==> config.mk <==
export PLATFORM = sky130hd
export DESIGN_NAME = archive_name_rotate_add_hash
export DESIGN_NICKNAME = d
export VERILOG_FILES = /design/src/anrah_pkg.sv /design/src/anrah_accum.sv /design/src/archive_name_rotate_add_hash.sv
export SDC_FILE = /design/constraint.sdc
export NUM_CORES = 1
export LEC_CHECK = 0
export CAP_MARGIN = 20
export CORE_ASPECT_RATIO = 1.25
export CORE_MARGIN = 5
export CORE_UTILIZATION = 30
export DETAILED_ROUTE_END_ITERATION = 10
export DONT_BUFFER_PORTS = 1
export GPL_ROUTABILITY_DRIVEN = 0
export PLACE_DENSITY = 0.54
export RECOVER_POWER = 100
export SYNTH_ARGS = -nofsm -noshare
export SYNTH_HDL_FRONTEND = slang
export SYNTH_SLANG_ARGS = --single-unit
==> constraint.sdc <==
create_clock -name clk -period 7.04 [get_ports clk]
set_input_delay 0.352 -clock clk [delete_from_list [all_inputs] [get_ports clk]]
set_output_delay 0.352 -clock clk [all_outputs]
set_load 0.05 [all_outputs]
==> src/anrah_pkg.sv <==
// package: shared types and constants for the file name identifier block
`default_nettype none
package anrah_pkg;

	localparam logic [7:0] ASCII_ZERO   = 8'h30;
	localparam logic [7:0] ASCII_LOWER_A = 8'h61;
	localparam logic [7:0] ASCII_LOWER_Z = 8'h7A;
	localparam logic [7:0] CASE_OFFSET  = 8'h20;
	localparam logic [1:0] LANE_LAST    = 2'd3;
	localparam logic [2:0] POS_SATURATE = 3'd7;

	typedef struct packed {
		logic       fire;
		logic       last;
		logic [7:0] data;
	} anrah_beat_t;

	// decimal weight of each name position in speech mode; positions 2 and 7 (and beyond) weigh zero
	function automatic logic [16:0] digit_weight(input logic [2:0] pos);
		logic [16:0] w;
		begin
			unique case (pos)
				3'd0:    w = 17'd100000;
				3'd1:    w = 17'd10000;
				3'd3:    w = 17'd1000;
				3'd4:    w = 17'd100;
				3'd5:    w = 17'd10;
				3'd6:    w = 17'd1;
				default: w = 17'd0;
			endcase
			return w;
		end
	endfunction

endpackage
`default_nettype wire

==> src/anrah_accum.sv <==
// name accumulators: rotate-add hash over packed words and weighted digit sum
`default_nettype none
module anrah_accum (
	input  wire logic               clk,
	input  wire logic               arst_n,
	input  wire anrah_pkg::anrah_beat_t beat,
	output logic [31:0]             hash_next,
	output logic [31:0]             digit_next
);
	import anrah_pkg::*;

	logic [23:0] partial_q;
	logic [1:0]  lane_q;
	logic [31:0] hash_q;
	logic [2:0]  pos_q;
	logic [31:0] digit_q;

	logic [7:0]         folded;
	logic [31:0]        word;
	logic               word_done;
	logic signed [8:0]  digit;
	logic signed [26:0] product;

	always_comb begin
		folded = beat.data;
		if (beat.data >= ASCII_LOWER_A && beat.data <= ASCII_LOWER_Z) begin
			folded = beat.data - CASE_OFFSET;
		end
		word      = {8'd0, partial_q} | ({24'd0, folded} << {lane_q, 3'b000});
		word_done = (lane_q == LANE_LAST) || beat.last;
		hash_next = word_done ? ({hash_q[30:0], hash_q[31]} + word) : hash_q;
	end

	// byte minus '0' may go negative, sign extension gives the 32-bit wrap
	always_comb begin
		digit      = $signed({1'b0, beat.data}) - $signed({1'b0, ASCII_ZERO});
		product    = digit * $signed({1'b0, digit_weight(pos_q)});
		digit_next = digit_q + {{5{product[26]}}, product};
	end

	always_ff @(posedge clk or negedge arst_n) begin
		if (!arst_n) begin
			partial_q <= '0;
			lane_q    <= '0;
			hash_q    <= '0;
			pos_q     <= '0;
			digit_q   <= '0;
		end else if (beat.fire) begin
			if (beat.last) begin
				partial_q <= '0;
				lane_q    <= '0;
				hash_q    <= '0;
				pos_q     <= '0;
				digit_q   <= '0;
			end else begin
				partial_q <= word_done ? 24'd0 : word[23:0];
				lane_q    <= lane_q + 2'd1;
				hash_q    <= hash_next;
				digit_q   <= digit_next;
				if (pos_q != POS_SATURATE) begin
					pos_q <= pos_q + 3'd1;
				end
			end
		end
	end

endmodule
`default_nettype wire

==> src/archive_name_rotate_add_hash.sv <==
// top level: file name identifier, byte stream in, one identifier per name out
// output: identifier is registered, valid in the cycle after the last byte beat is accepted
// throughput: one byte beat per cycle; a waiting identifier only stalls input
// while it is not being taken
// reset: asynchronous, clears mode to hash, name state and output valid
`default_nettype none
module archive_name_rotate_add_hash (
	input  wire logic        clk,
	input  wire logic        arst_n,
	input  wire logic        cfg_valid,
	output logic             cfg_ready,
	input  wire logic        speech_mode,
	input  wire logic        in_valid,
	output logic             in_ready,
	input  wire logic [7:0]  name_byte,
	input  wire logic        last_byte,
	output logic             out_valid,
	input  wire logic        out_ready,
	output logic [31:0]      identifier
);
	import anrah_pkg::*;

	logic        mode_q;
	logic        out_valid_q;
	logic [31:0] ident_q;
	anrah_beat_t beat;
	logic [31:0] hash_next;
	logic [31:0] digit_next;

	assign cfg_ready = 1'b1;
	assign in_ready  = !out_valid_q || out_ready;
	assign out_valid = out_valid_q;
	assign identifier = ident_q;

	assign beat = '{fire: in_valid && in_ready, last: last_byte, data: name_byte};

	anrah_accum u_accum (
		.clk       (clk),
		.arst_n    (arst_n),
		.beat      (beat),
		.hash_next (hash_next),
		.digit_next(digit_next)
	);

	always_ff @(posedge clk or negedge arst_n) begin
		if (!arst_n) begin
			mode_q <= 1'b0;
		end else if (cfg_valid) begin
			mode_q <= speech_mode;
		end
	end

	always_ff @(posedge clk or negedge arst_n) begin
		if (!arst_n) begin
			out_valid_q <= 1'b0;
		end else if (beat.fire && beat.last) begin
			out_valid_q <= 1'b1;
		end else if (out_ready) begin
			out_valid_q <= 1'b0;
		end
	end

	always_ff @(posedge clk) begin
		if (beat.fire && beat.last) begin
			ident_q <= mode_q ? digit_next : hash_next;
		end
	end

endmodule
`default_nettype wire
==> run summary, run 1 <==
TIMING
--------------------------------------------------------------------------------------
Total negative slack                                                         -12.34 ns
Final period util                                                                 109%
Crit path setup slack, layout                                                -0.624 ns
Max Freq                                                                     0.130 GHz
Slew at the pin closest to its max-slew limit                                  5.67 ns
Shortest clock period the worst path allows after layout                       7.66 ns
Pins Over Slew Limit                                                               197
Fin. Hold Viols                                                                      0
Rel. slew slack                                                                  -278%
Final hold slack                                                             0.0267 ns
Total setup violations reported at the end of the flow                              33
Worst clock skew on the final layout                                         0.0111 ns
Setup repair after global routing missed its margin                               true

YOSYS
--------------------------------------------------------------------------------------
Most frequently used cell type in the post-synthesis netlist                      ha_1
Top cell type's share of synthesized area                                        18.1%
Synthesized flop and latch total                                                   127
Count of flip-flops with a built-in enable after synthesis                          32
Warnings from Yosys                                                                  0
Instance count of the mapped netlist                                              1489
Async set-or-reset flop fraction in the synthesized netlist                      74.8%
Commonest cells post-synth                                                ha_1, inv_1, nand2_1
Syn Nets                                                                          1746
Average cell area after synthesis                                             8.80 µm²
Post-synthesis sequential area ratio                                             25.5%
Netlist Area Pre-Place                                                       13100 µm²
Dominant synthesized flop cell                                                 dfrtp_1
Cell types with the largest area share after synthesis                    dfrtp_1, ha_1, fa_1
Netlist cell types                                                                  65
Biggest area consumer among synthesized cells                                  dfrtp_1

CLOCK TREE
--------------------------------------------------------------------------------------
Clock Tree Root                                                              clkbuf_16
Clock latency at the later pin of the worst-skew pair                          0.44 ns
Register clock-pin slew on the reported worst setup and hold paths             0.07 ns
Number of buffers created by CTS                                                    17
Maximum clock path buffer count                                                      2
CTS sink count                                                                     127
CTS H-Tree Depth                                                                     4
CTS tree                                                                         built

PLACEMENT
--------------------------------------------------------------------------------------
Port Buffer Count                                                                    0
Area of placed instances                                                     15200 µm²
HPWL Detailed                                                                 30300 µm

CRITICAL PATH
--------------------------------------------------------------------------------------
Critical path launch point type                                              flip-flop
Start point of the critical path                                          u_accum.pos_q[0]
Critical path data arrival time                                                7.85 ns
Most common cell type on the critical path                                        fa_1
Worst setup path category                                                 flip-flop to flip-flop
Reg2Reg Launch Point                                                      u_accum.pos_q[0]
Type of element capturing the critical path                                  flip-flop
WP buf/inv                                                                           7
Family with the most delay on the worst path                               adder cells
Required time of the critical path                                             7.22 ns
Maximum net fanout on the critical path                                              4
Library cell contributing the largest single delay on the critical path           fa_1
CP max stage delay                                                             0.56 ns

HOLD PATH
--------------------------------------------------------------------------------------
Hold path startpoint                                                         last_byte
Path category of the worst min-delay check                                primary input to flip-flop

FINAL LAYOUT
--------------------------------------------------------------------------------------
Count of antenna diodes in the layout                                                0
Synth-to-layout area growth                                                      24.8%
Count of filler cells inserted in the layout                                      4399
Final nets                                                                        1920
Area of all placed cells without fillers                                     16400 µm²
Fraction of layout instances using a drive strength above 1                      21.4%

RUN STATUS
--------------------------------------------------------------------------------------
Outcome                                                                   finished, violations left
Violations in the final reports                                           max-capacitance violations, max-slew violations, negative setup slack

FLOORPLAN
--------------------------------------------------------------------------------------
Height of the chip                                                              244 µm
Std-Cell Rows                                                                       85
DIE WIDTH                                                                       197 µm
Starting density of the core                                                     30.3%
Floorplan die area                                                           48000 µm²
Total I/O pin count                                                                 50
Core Footprint                                                               43200 µm²

GLOBAL ROUTING
--------------------------------------------------------------------------------------
Via count of the first global-routing pass                                       11.8k
Antenna violations before repair                                                     1
First-pass GRT wire length                                                    63100 µm
Maximum number of pins on one net before global-route repair                        96
Global-route total usage across every layer                                      16.6%
GRT Residual Overflow                                                                0

ROUTING
--------------------------------------------------------------------------------------
Wire length reported by the detailed router                                   39700 µm
DR pass1 iterations                                                                  5
Starting DRT DRC Count                                                             611
Via count                                                                        11.3k
Via density per instance                                                          5.06
DR WL/cell                                                                     17.7 µm
Number of nets still failing antenna checks after routing                            0
DR DRC count                                                                         0

JOB
--------------------------------------------------------------------------------------
Max-cap violations                                                                   3

[area by class of cell]
cell class / instances / area, µm² / area share [%]
inverters: 150 / 563 / 3.44
well taps: 565 / 707 / 4.32
repair buffers: 216 / 1630 / 9.97
multi-input cells: 1151 / 9550 / 58.4
flip-flops and latches: 127 / 3340 / 20.4
clock inverters: 15 / 138 / 0.842
clock buffers: 17 / 425 / 2.60
[worst register-to-register path: cells and delay by family (launching register included)]
kind	cells	cell delay, ns
adders and majority gates	8	3.28
AOI/OAI and AO/OA	11	1.75
and+or+nand+nor	7	0.78
buffers and inverters	7	0.62
DFF	1	0.41
xor gates and xnor gates	2	0.32
muxes	1	0.26
[worst paths after layout]
kind,to,slack [ns],depth (start not counted)
max in group asynchronous,mode_q,0.80,2
setup / recovery,identifier[28],-0.62,36
setup reg to reg,identifier[28],-0.62,36
min in group asynchronous,u_accum.digit_q[27],2.63,2
hold reg to reg,u_accum.digit_q[0],0.48,2
hold / removal,u_accum.hash_q[4],0.03,1
[cells in the final DEF, fill, tap and decap left out, types with 27 or more instances in the layout]
| master | instances |
|---|---|
| buf_4 | 198 |
| ha_1 | 144 |
| inv_1 | 143 |
| nand2_1 | 140 |
| nor2_1 | 117 |
| a21oi_1 | 116 |
| dfrtp_1 | 94 |
| fa_1 | 84 |
| o21ai_0 | 62 |
| a21o_1 | 46 |
| xnor2_1 | 45 |
| edfxtp_1 | 32 |
| and3_1 | 27 |
[registers in the layout, indices dropped and copies added (netlist names)]
signal and count:
identifier 32, mode_q 1, out_valid 1, u_accum.digit_q 32
u_accum.hash_q 32, u_accum.lane_q 2, u_accum.partial_q 24, u_accum.pos_q 3
[kinds of logic after synthesis]
logic type | after synthesis | synth area share (%)
flip-flops | 127 | 25.5
other | 1 | 0.0286
AO/OA/AOI/OAI | 399 | 19.5
buffers and inverters | 211 | 6.07
adder cells (fa/ha/maj) | 242 | 27.9
XOR/XNOR | 79 | 5.28
AND/OR/NAND/NOR | 407 | 13.9
multiplexers | 23 | 1.80
[layer usage]
layer / vias to the layer above / track usage, % / part of all wire (%)
li1: 5478 / - / -
met1: 5516 / 19.3 / 41
met2: 250 / 30.0 / 52
met3: 89 / 2.35 / 3.1
met4: 0 / 7.38 / 4.5
met5: - / 0 / 0
[what timing repair did]
item,4_1_cts,5_1_grt
pin swaps,40,44
endpoints found under the hold margin,96,1
cloned,0,0
buffers inserted,20,7
hold buffers,3,1
resized for setup,64,43
endpoints found under the setup margin,37,38
[metrics by stage]
stage,util [%],std cells,setup slack [ns]
2_1_floorplan,-,1489,-0.0869
3_3_place_gp,35.1,2178,-0.729
3_5_place_dp,35.1,2178,-0.823
4_1_cts,37.5,2232,-0.581
5_1_grt,37.9,2241,-0.969
6_report,37.9,2241,-0.624
Power of run 1 is not shown: default switching activity piles up to over one toggle a cycle in this logic, so the estimate is an artifact.
==> run 2: changes to the inputs <==
--- a/config.mk
+++ b/config.mk
@@ -12,8 +12,10 @@
 export DETAILED_ROUTE_END_ITERATION = 10
 export DONT_BUFFER_PORTS = 1
 export GPL_ROUTABILITY_DRIVEN = 0
+export MAX_ROUTING_LAYER = met4
 export PLACE_DENSITY = 0.54
 export RECOVER_POWER = 100
+export SLEW_MARGIN = 20
 export SYNTH_ARGS = -nofsm -noshare
 export SYNTH_HDL_FRONTEND = slang
 export SYNTH_SLANG_ARGS = --single-unit
==> run 2 against run 1 <==
The run still ends with max-capacitance violations, max-slew violations, negative setup slack left. Maximum frequency decreased by 0.16%. First-iteration DRC count up 6.2%. Worst setup slack worse by 0.012 ns. Count of clock-buffer cells in the layout is the same. Register-to-register slack about the same. Design area rose by 0.29%. Global-route usage increased by 0.49 points. Routed wire length is 0.11% higher.
==> run summary, run 2 (synthesis results as in run 1) <==
RUN STATUS
--------------------------------------------------------------------------------------
Outcome                                                                   finished, violations left
Violations in the final reports                                           max-capacitance violations, max-slew violations, negative setup slack

CRITICAL PATH
--------------------------------------------------------------------------------------
Required time of the critical path                                             7.23 ns
Most common cell type on the critical path                                        fa_1
Type of element capturing the critical path                                  flip-flop
Library cell contributing the largest single delay on the critical path           fa_1
Critical path data arrival time                                                7.87 ns
Worst setup path category                                                 flip-flop to flip-flop
CP max stage delay                                                             0.56 ns
Maximum net fanout on the critical path                                              4
Critical path launch point type                                              flip-flop

FINAL LAYOUT
--------------------------------------------------------------------------------------
Number of standard cells in the layout, taps in and fillers out                   2241
Fraction of layout instances using a drive strength above 1                      21.8%
Highest-count cells in the layout ignoring fill and taps                  buf_4, ha_1, inv_1, nand2_1, nor2_1
Count of filler cells inserted in the layout                                      4392
Most frequent standard cell in the layout excluding fill and tap cells           buf_4
Synth-to-layout area growth                                                      25.2%
Final nets                                                                        1920
Count of antenna diodes in the layout                                                0

ROUTING
--------------------------------------------------------------------------------------
DR pass1 iterations                                                                  5
Number of nets still failing antenna checks after routing                            0
Wire length reported by the detailed router                                   39800 µm
DR DRC count                                                                         0
Via density per instance                                                          5.05
Starting DRT DRC Count                                                             649
DR WL/cell                                                                     17.7 µm
Via count                                                                        11.3k

GLOBAL ROUTING
--------------------------------------------------------------------------------------
First-pass GRT wire length                                                    63200 µm
Via count of the first global-routing pass                                       11.8k
GRT Residual Overflow                                                                0
Antenna violations before repair                                                     1
Global-route total usage across every layer                                      17.1%
Maximum number of pins on one net before global-route repair                        96

FLOORPLAN
--------------------------------------------------------------------------------------
Starting density of the core                                                     30.3%
DIE WIDTH                                                                       197 µm
Core Footprint                                                               43200 µm²
Floorplan die area                                                           48000 µm²
Height of the chip                                                              244 µm
Std-Cell Rows                                                                       85
Total I/O pin count                                                                 50

TIMING
--------------------------------------------------------------------------------------
Worst clock skew on the final layout                                         0.0125 ns
Total setup violations reported at the end of the flow                              35
Shortest clock period the worst path allows after layout                       7.68 ns
Final period util                                                                 109%
Crit path setup slack, layout                                                -0.636 ns
Rel. slew slack                                                                  -271%
Pins Over Slew Limit                                                               192
Total negative slack                                                         -13.51 ns
Slew at the pin closest to its max-slew limit                                  5.57 ns
Setup repair after global routing missed its margin                               true
Max Freq                                                                     0.130 GHz
Fin. Hold Viols                                                                      0

CLOCK TREE
--------------------------------------------------------------------------------------
Clock latency at the later pin of the worst-skew pair                          0.45 ns
CTS H-Tree Depth                                                                     4
CTS tree                                                                         built
Maximum clock path buffer count                                                      2
Register clock-pin slew on the reported worst setup and hold paths             0.06 ns
CTS sink count                                                                     127
Clock Tree Root                                                              clkbuf_16
Number of buffers created by CTS                                                    17

PLACEMENT
--------------------------------------------------------------------------------------
Placement-stage worst setup slack                                            -0.823 ns
Number of cells in the design after placement                                     2178
Port Buffer Count                                                                    0
HPWL Detailed                                                                 30300 µm

HOLD PATH
--------------------------------------------------------------------------------------
Path category of the worst min-delay check                                primary input to flip-flop

JOB
--------------------------------------------------------------------------------------
Max-cap violations                                                                   3

-- run 2: layout make-up --
type / count / area [µm²] / area share [%]
clock buffers: 17 / 425 / 2.59
clock inverters: 15 / 138 / 0.839
inverters: 150 / 563 / 3.43
multi-input cells: 1151 / 9600 / 58.5
flip-flops and latches: 127 / 3340 / 20.4
well taps: 565 / 707 / 4.31
repair buffers: 216 / 1630 / 9.94
-- run 2: metrics by stage --
step | hold slack (ns) | utilization (%) | instance area [µm²]
floorplan | 0.0564 | - | 13300
global placement | 0.0618 | 35.1 | 15200
detailed placement | 0.0620 | 35.1 | 15200
CTS | 0.00231 | 37.5 | 16200
global route | 0.00201 | 38.0 | 16400
finish | 0.0154 | 38.0 | 16400
-- run 2: worst max-delay path: cells and delay by family, from the launching register on --
family	cells	cell delay, ns
xor+xnor	2	0.32
compound gates	11	1.74
buf+inv	7	0.62
fa+ha+maj	8	3.28
simple gates	7	0.78
flops	1	0.41
mux	1	0.26
-- run 2: routing by layer --
layer	track usage (%)	share of wire, %	vias to the layer above
met5	-	0	-
met2	29.9	52	240
met4	7.57	4.5	0
met3	2.16	2.6	91
met1	19.4	41	5506
li1	-	-	5473
-- run 2: path summary, 6_finish.rpt --
path	start	to	slack (ns)	cells past startpoint
min in group asynchronous	arst_n	u_accum.digit_q[27]	2.59	2
worst min-delay path	last_byte	u_accum.hash_q[5]	0.02	1
worst max-delay path	u_accum.pos_q[0]	identifier[28]	-0.64	36
max in group asynchronous	arst_n	mode_q	0.91	2
worst min register to register	u_accum.digit_q[2]	u_accum.digit_q[2]	0.49	2
worst max register to register	u_accum.pos_q[0]	identifier[28]	-0.64	36
-- run 2: repair_timing --
item	4_1_cts	5_1_grt
pin swaps	40	47
resized for setup	64	53
hold endpoints to repair	96	0
setup buffers	20	8
hold buffers	3	0
setup endpoints to repair	37	38
Power of run 2 is left out for the same reason.
==> run 3: changes to the inputs <==
--- a/config.mk
+++ b/config.mk
@@ -5,6 +5,7 @@
 export SDC_FILE = /design/constraint.sdc
 export NUM_CORES = 1
 export LEC_CHECK = 0
+export ABC_AREA = 1
 export CAP_MARGIN = 20
 export CORE_ASPECT_RATIO = 1.25
 export CORE_MARGIN = 5
==> run 3 against run 2 <==
Count of clock-buffer cells in the layout is 1 higher. First-iteration DRC count up 46%. The run still ends with max-capacitance violations, max-slew violations, negative setup slack left. Cell count rose by 23%. Highest routed layer unchanged. Synthesized cell count rose by 29%. Worst setup slack better by 0.64 ns. Design area up 12%.
==> run summary, run 3 <==
RUN STATUS
--------------------------------------------------------------------------------------
Outcome                                                                   finished, violations left
Violations in the final reports                                           max-capacitance violations, max-slew violations, negative setup slack

TIMING
--------------------------------------------------------------------------------------
Rel. slew slack                                                                  -291%
Total negative slack                                                      -0.0000950 ns
Pins Over Slew Limit                                                                96
Worst clock skew on the final layout                                         0.0135 ns
Crit path setup slack, layout                                             -0.0000950 ns
Slew at the pin closest to its max-slew limit                                  5.86 ns
Fin. Hold Viols                                                                      0
Total setup violations reported at the end of the flow                               1
Shortest clock period the worst path allows after layout                       7.04 ns
Max Freq                                                                     0.142 GHz
Final period util                                                                 100%
Setup repair after global routing missed its margin                               true

CLOCK TREE
--------------------------------------------------------------------------------------
Number of buffers created by CTS                                                    17
Register clock-pin slew on the reported worst setup and hold paths             0.07 ns
CTS H-Tree Depth                                                                     4
Clock Tree Root                                                              clkbuf_16
Maximum clock path buffer count                                                      2
Clock latency at the later pin of the worst-skew pair                          0.45 ns
CTS tree                                                                         built
CTS sink count                                                                     127

HOLD PATH
--------------------------------------------------------------------------------------
Path category of the worst min-delay check                                primary input to flip-flop

CRITICAL PATH
--------------------------------------------------------------------------------------
Maximum net fanout on the critical path                                              4
CP max stage delay                                                             0.55 ns
Required time of the critical path                                             7.21 ns
Type of element capturing the critical path                                  flip-flop
Worst setup path category                                                 flip-flop to flip-flop
Library cell contributing the largest single delay on the critical path           fa_1
Critical path launch point type                                              flip-flop
Critical path data arrival time                                                7.21 ns
Most common cell type on the critical path                                       inv_2

YOSYS
--------------------------------------------------------------------------------------
Syn Nets                                                                          2176
Average cell area after synthesis                                             7.36 µm²
Instance count of the mapped netlist                                              1919
Netlist cell types                                                                  55
Dominant synthesized flop cell                                                 dfrtp_1
Cell types with the largest area share after synthesis                    dfrtp_1, ha_1, nand2_1
Commonest cells post-synth                                                nand2_1, inv_1, nor2_1
Netlist Area Pre-Place                                                       14100 µm²
Top cell type's share of synthesized area                                        16.8%
Warnings from Yosys                                                                  0
Biggest area consumer among synthesized cells                                  dfrtp_1
Async set-or-reset flop fraction in the synthesized netlist                      74.8%
Most frequently used cell type in the post-synthesis netlist                   nand2_1
Count of flip-flops with a built-in enable after synthesis                          32
Post-synthesis sequential area ratio                                             23.6%
Synthesized flop and latch total                                                   127

GLOBAL ROUTING
--------------------------------------------------------------------------------------
Global-route total usage across every layer                                      18.5%
Maximum number of pins on one net before global-route repair                        96
Antenna violations before repair                                                     0
GRT Residual Overflow                                                                0
Via count of the first global-routing pass                                       13.2k
First-pass GRT wire length                                                    73300 µm

JOB
--------------------------------------------------------------------------------------
Max-cap violations                                                                   1

PLACEMENT
--------------------------------------------------------------------------------------
Placement-stage worst setup slack                                            -0.377 ns
HPWL Detailed                                                                 36300 µm
Number of cells in the design after placement                                     2681
Area of placed instances                                                     16000 µm²
Port Buffer Count                                                                    0

ROUTING
--------------------------------------------------------------------------------------
Wire length reported by the detailed router                                   47900 µm
Starting DRT DRC Count                                                             948
DR WL/cell                                                                     17.4 µm
DR top layer                                                                      met4
Routed wire length on met3                                                     2790 µm
Via density per instance                                                          4.92
Number of nets still failing antenna checks after routing                            0
Detailed route wirelength on metal2                                           21500 µm
Via count                                                                        13.6k
DR pass1 iterations                                                                  8
Length of routed wiring on met1                                               22000 µm
DR DRC count                                                                         0

FLOORPLAN
--------------------------------------------------------------------------------------
Height of the chip                                                              253 µm
DIE WIDTH                                                                       204 µm
Core Footprint                                                               46900 µm²
Floorplan die area                                                           51500 µm²
Std-Cell Rows                                                                       89
Total I/O pin count                                                                 50
Starting density of the core                                                     30.1%

FINAL LAYOUT
--------------------------------------------------------------------------------------
Fraction of layout instances using a drive strength above 1                      26.0%
Area of all placed cells without fillers                                     18400 µm²
Synth-to-layout area growth                                                      30.6%
Final nets                                                                        2366
Highest-count cells in the layout ignoring fill and taps                  nand2_1, inv_1, buf_4, nor2_1, ha_1
Most frequent standard cell in the layout excluding fill and tap cells         nand2_1
Number of standard cells in the layout, taps in and fillers out                   2759
Count of antenna diodes in the layout                                                0

## run 3: worst max-delay path, delay by kind of cell, from the launching register on
| family | cells | cell delay (ns) |
|---|---|---|
| DFF | 1 | 0.40 |
| buffers and inverters | 11 | 0.93 |
| xor gates and xnor gates | 2 | 0.34 |
| adders and majority gates | 8 | 3.32 |
| and+or+nand+nor | 11 | 1.09 |
| AOI/OAI and AO/OA | 3 | 0.67 |
## run 3: area by class of cell
cell class	instances	area (µm²)
clock buffer	18	439
clock inverter	14	104
fill	4701	28400
inverter	285	1080
multi-input combinational	1460	10900
sequential	127	3340
tap	637	797
timing repair buffer	218	1740
## run 3: timing repair
action,in CTS,in global routing
gates resized for setup,104,261
buffers inserted,18,25
pin swaps,62,103
endpoints found under the hold margin,95,0
hold buffers,2,0
setup endpoints to repair,37,42
## run 3: final timing paths
path,startpoint,end,slack (ns),cells after the start
min in group asynchronous,arst_n,u_accum.pos_q[0],2.65,2
setup / recovery,u_accum.pos_q[0],identifier[13],-0.0001,35
hold / removal,cfg_valid,mode_q,0.02,1
setup reg to reg,u_accum.pos_q[0],identifier[13],-0.0001,35
hold reg to reg,u_accum.digit_q[29],u_accum.digit_q[29],0.49,2
max in group asynchronous,arst_n,u_accum.partial_q[22],1.06,2
## run 3: metal layers
layer  vias to the layer above  GRT usage [%]
met5                         -              -
met4                         0           6.49
met3                        78           2.94
met2                       399           27.9
met1                      6499           25.5
li1                       6602              -
## run 3: stage by stage
step                      hold WS (ns)  utilization [%]
after floorplan                 0.0564                -
after global placement          0.0612             34.2
after detailed placement        0.0602             34.2
after CTS                     0.000968             36.4
after global routing            0.0228             39.3
final                           0.0219             39.3
## run 3: cells by family (layout without fill, tap and decap cells)
family | Yosys count | count (layout) | share of synthesized area, %
DFF | 127 | 127 | 23.6
xor gates and xnor gates | 43 | 43 | 2.67
other | 1 | 1 | 0.0266
muxes | 7 | 7 | 0.496
and+or+nand+nor | 863 | 863 | 26.0
buffers and inverters | 332 | 535 | 8.93
adders and majority gates | 242 | 242 | 25.9
AOI/OAI and AO/OA | 304 | 304 | 12.3
Power of run 3 is left out for the same reason.
